**src/hw/rtl/qrs_pkg.sv**
```systemverilog
// Shared types and constants for the quadratic root solver.
`default_nettype none
package qrs_pkg;

  typedef enum logic [1:0] {
    CLS_NONE     = 2'd0,
    CLS_ONE      = 2'd1,
    CLS_TWO      = 2'd2,
    CLS_INFINITE = 2'd3
  } root_class_e;

  // Case decided by the front end.
  typedef enum logic [2:0] {
    KIND_ZERO   = 3'b001,  // no roots or infinitely many, roots forced to zero
    KIND_LINEAR = 3'b010,  // one root -c/b
    KIND_QUAD   = 3'b100   // roots from discriminant
  } kind_e;

endpackage
`default_nettype wire

```
**src/hw/rtl/qrs_fifo.sv**
```systemverilog
// Small output queue that absorbs words still in the pipeline on a stall.
`default_nettype none
module qrs_fifo
  import qrs_pkg::*;
#(
  parameter int unsigned W = 8,
  parameter int unsigned DEPTH = 4
) (
  input  wire logic         clk_i,
  input  wire logic         rst_ni,
  input  wire logic         push_i,
  input  wire logic [W-1:0] data_i,
  input  wire logic         pop_i,
  output logic              valid_o,
  output logic [W-1:0]      data_o,
  output logic [$clog2(DEPTH+1)-1:0] count_o
);

  localparam int unsigned AW = (DEPTH > 1) ? $clog2(DEPTH) : 1;
  localparam int unsigned CNTW = $clog2(DEPTH + 1);

  logic [W-1:0]    mem_q [DEPTH];
  logic [AW-1:0]   wp_q, rp_q;
  logic [CNTW-1:0] cnt_q;     // words held in the array
  logic            out_v_q;
  logic [W-1:0]    out_q;     // head word, registered from the array
  logic            load, rd, wr;

  // With the array empty, a push loads a free or popping head register.
  always_comb begin
    load = !out_v_q || pop_i;
    rd   = load && (cnt_q != '0);
    wr   = push_i && !(load && (cnt_q == '0));
  end

  always_ff @(posedge clk_i) begin
    if (wr) begin
      mem_q[wp_q] <= data_i;
    end
  end

  always_ff @(posedge clk_i) begin
    if (rd) begin
      out_q <= mem_q[rp_q];
    end else if (load && push_i) begin
      out_q <= data_i;
    end
  end

  always_ff @(posedge clk_i or negedge rst_ni) begin
    if (!rst_ni) begin
      wp_q    <= '0;
      rp_q    <= '0;
      cnt_q   <= '0;
      out_v_q <= 1'b0;
    end else begin
      if (wr) begin
        wp_q <= (wp_q == AW'(DEPTH - 1)) ? '0 : wp_q + 1'b1;
      end
      if (rd) begin
        rp_q <= (rp_q == AW'(DEPTH - 1)) ? '0 : rp_q + 1'b1;
      end
      cnt_q <= cnt_q + CNTW'(wr) - CNTW'(rd);
      if (load) begin
        out_v_q <= rd | push_i;
      end
    end
  end

  assign valid_o = out_v_q;
  assign data_o  = out_q;
  assign count_o = cnt_q + CNTW'(out_v_q);

endmodule
`default_nettype wire
```
**config.mk**
```make
export PLATFORM = sky130hd
export DESIGN_NAME = qrs_fifo
export DESIGN_NICKNAME = d
export VERILOG_FILES = /design/src/hw/rtl/qrs_pkg.sv /design/src/hw/rtl/qrs_fifo.sv
export SDC_FILE = /design/constraint.sdc
export NUM_CORES = 1
export LEC_CHECK = 0
export BUFFER_PORTS_ARGS = -buffer_cell sky130_fd_sc_hd__buf_2
export CAP_MARGIN = 10
export CORE_MARGIN = 2
export CORE_UTILIZATION = 51
export DETAILED_ROUTE_END_ITERATION = 6
export PLACE_DENSITY = 0.78
export REMOVE_ABC_BUFFERS = 1
export SYNTH_ARGS = -nofsm -noshare
export SYNTH_HDL_FRONTEND = slang
export SYNTH_SLANG_ARGS = --single-unit
```
**constraint.sdc**
```tcl
create_clock -name clk_i -period 2.3 [get_ports clk_i]
set_input_delay 0.46 -clock clk_i [delete_from_list [all_inputs] [get_ports clk_i]]
set_output_delay 0.46 -clock clk_i [all_outputs]
set_load 0.01 [all_outputs]
```
==> results.md <==
- Status: complete, no violations
- Cts bufs inserted: 5
- First-pass GRT wire length: 4880 um
- WHS Endpoint: mem_q[0][5]$_DFFE_PP_
- Max Freq: 479 MHz
- WL final: 3070 um
- Max clock buf depth: 2
- Clock Sinks: 48
- Crit path from: cnt_q[2]$_DFF_PN0_
- TritonRoute pass-1 iters: 4
- Hold path depth: 1
- Routed WL per cell: 16.9 um
- CTS tree: yes
- Cell area after synthesis: 2040 um^2
- P_leak: 0.905 nW
- Via count: 944
- Cells on worst reg2reg path: 10
- Worst Hold Class: in -> reg
- CTS HTree Levels: 2
- Worst-Skew Late Latency: 290 ps
- Residual DRC count: 0
- Fin crit share: 0.908
- Cell taking the most area after synthesis: edfxtp_1
- Num ports: 24
- Yosys top cell area share: 0.589
- Initial antenna violation count: 0
- Register clock-pin slew on the reported worst setup and hold paths: 80 ps
- Min cycle time layout: 2090 ps
- Layout Cells excl Fill: 181
- Vias per inst: 5.22
- Critical path class: reg -> reg
- Synth Instances: 102
- Antenna diode count: 0
- Setup TNS: 0 ps
- Critical path peak fanout: 3
- Seq/Total Area, Yosys: 0.688
- Max_cap viols: 0
- Final HPWL from detailed placement: 2150 um
- DP Cell Count: 172
- Initial core utilization: 0.544
- Finish-stage setup viols: 0
- CORE AREA: 3740 um^2
- CP arrival: 2300 ps
- Skew final: 8.95 ps
- PD cells: 1250 nW/um^2
- R2R Setup Slk: 210 ps
- Hold Fails Final Rpt: 0
- Worst Path Required: 2520 ps
- Ranking of synthesized cells by area: edfxtp_1 (59%), dfrtp_1 (9.8%), mux4_2 (8.8%)
- Fraction of layout instances using a drive strength above 1: 0.414
- I/O Buffers: 23
- Unrepaired setup endpoints after global routing: no
- Clk root buf: clkbuf_8
- Yosys warnings: 0
- Number of routed nets with antenna violations: 0
- Yosys reg bits: 48
- Row Count: 22
- Largest net degree at the start of global routing: 15
- Total Die Area: 4520 um^2
- Total routing usage reported by global routing: 0.159
- # Post-CTS Setup Buffers: 0
- Hold_sp: data_i[5]
- Avg Cell Area, Syn: 20.0 um^2
- Startpoint Class: register
- Horiz. Die Dim: 67.2 um
- Slew margin rel.: 0.601
- Vias in the first global route: 970
- Slew @ Worst Pin: 598 ps
- VDD IR max: 0.780 mV
- Slew Viols, Final: 0
- Worst Setup End Kind: register
- Worst R2R End: cnt_q[2]$_DFF_PN0_
- Area Growth Syn to Fin: 14.1%
- GR Overflow Total: 0
- NumNets Final: 154
- Die height: 67.2 um
- RR Startpoint: cnt_q[2]$_DFF_PN0_
- Filler Cell Count: 273
- Iter 0 DRT Violations: 60
- Synth unique cells: 20
- GP Congestion: 0.757
## sequential cells by signal, indices dropped and copies added, names as in the netlist
signal / flops
data_o: 8
valid_o: 1
rp_q: 2
cnt_q: 3
mem_q: 32
wp_q: 2
## metal layers
layer | vias up | global-route usage | wire [um] | share of wire
met3 | 2 | 0.0600 | 150 | 0.049
met1 | 471 | 0.210 | 1350 | 0.44
met2 | 26 | 0.245 | 1540 | 0.50
met4 | 0 | 0.0510 | 28 | 0.0091
met5 | - | 0 | 0 | 0
li1 | 445 | - | - | -
## per-stage QoR
stage               worst slack [ps]  cell area, um^2  power (W)  hold WS, ps  utilization
finish                           212             2330    0.00290          391        0.621
global route                    36.5             2330    0.00310          384        0.621
CTS                              154             2320    0.00292          385        0.620
detailed placement              11.0             2200    0.00234          314        0.588
global placement                 104             2200    0.00226          311        0.588
floorplan                       -139             2010    0.00205          164            -
## logic make-up after synthesis
| logic type | share of synthesized area |
|---|---|
| AOI/OAI and AO/OA | 0.00921 |
| xor gates and xnor gates | 0.0129 |
| adders and majority gates | 0.0651 |
| buffers and inverters | 0.0239 |
| DFF | 0.688 |
| muxes | 0.169 |
| and+or+nand+nor | 0.0319 |
## where the power goes
| part | switching [W] | internal [W] | total (W) |
|---|---|---|---|
| registers | 0.000189 | 0.00122 | 0.00141 |
| logic | 0.000399 | 0.000507 | 0.000906 |
| clock network | 0.000258 | 0.000323 | 0.000581 |
| total | 0.000846 | 0.00205 | 0.00290 |
## layout by cell type, fill, tap and decap left out, types with 4 or more instances in the layout
cell,n
mux4_2,8
edfxtp_1,40
buf_2,23
inv_1,6
clkbuf_8,5
mux2_2,4
dfrtp_1,8
and2_1,4
mux2_4,8
ha_1,9
## cell type report
cell class | count | area [um^2] | share of cell area
Clock buffer | 6 | 72.6 | 0.0312
Clock inverter | 2 | 35.0 | 0.0151
Inverter | 6 | 22.5 | 0.00968
Multi-Input combinational cell | 45 | 594 | 0.256
Sequential cell | 48 | 1400 | 0.602
Tap cell | 48 | 60.1 | 0.0258
Timing Repair Buffer | 26 | 140 | 0.0602
## worst max path at each step
| stage | end | slack (ps) | cells after the start |
|---|---|---|---|
| 2_1_floorplan | cnt_q[2]$_DFF_PN0_ | -140 | 9 |
| 3_3_place_gp | cnt_q[2]$_DFF_PN0_ | 100 | 11 |
| 3_5_place_dp | cnt_q[2]$_DFF_PN0_ | 10 | 11 |
| 4_1_cts | cnt_q[2]$_DFF_PN0_ | 150 | 10 |
| 5_1_grt | cnt_q[2]$_DFF_PN0_ | 40 | 10 |
| 6_report | cnt_q[2]$_DFF_PN0_ | 210 | 10 |
## critical path, cell delays in order, from the launching register on
cell      delay [ps]
dfrtp_1          460
nor3_4           270
a21boi_2          90
inv_1             60
ha_1             220
inv_1             50
ha_1             130
inv_1             40
fa_1             370
xnor2_1          190
xnor2_1          130
## Yosys cell counts
cell type  count
mux2_4         8
xnor2_1        2
edfxtp_1      40
a21boi_2       1
inv_1          6
nand2b_1       1
a21o_1         1
buf_1          1
mux2_2         4
xor2_1         1
nor2_1         2
mux4_2         8
dfrtp_1        8
nor2b_2        1
fa_1           1
buf_6          2
nor3_2         1
ha_1           9
and2_1         4
nand3b_1       1
## timing repair
action	CTS	global route
endpoints found under the setup margin	0	1
gates resized for setup	0	1
hold buffers	1	0
endpoints found under the hold margin	8	0
No activity file was read; power rests on OpenSTA's default activity.
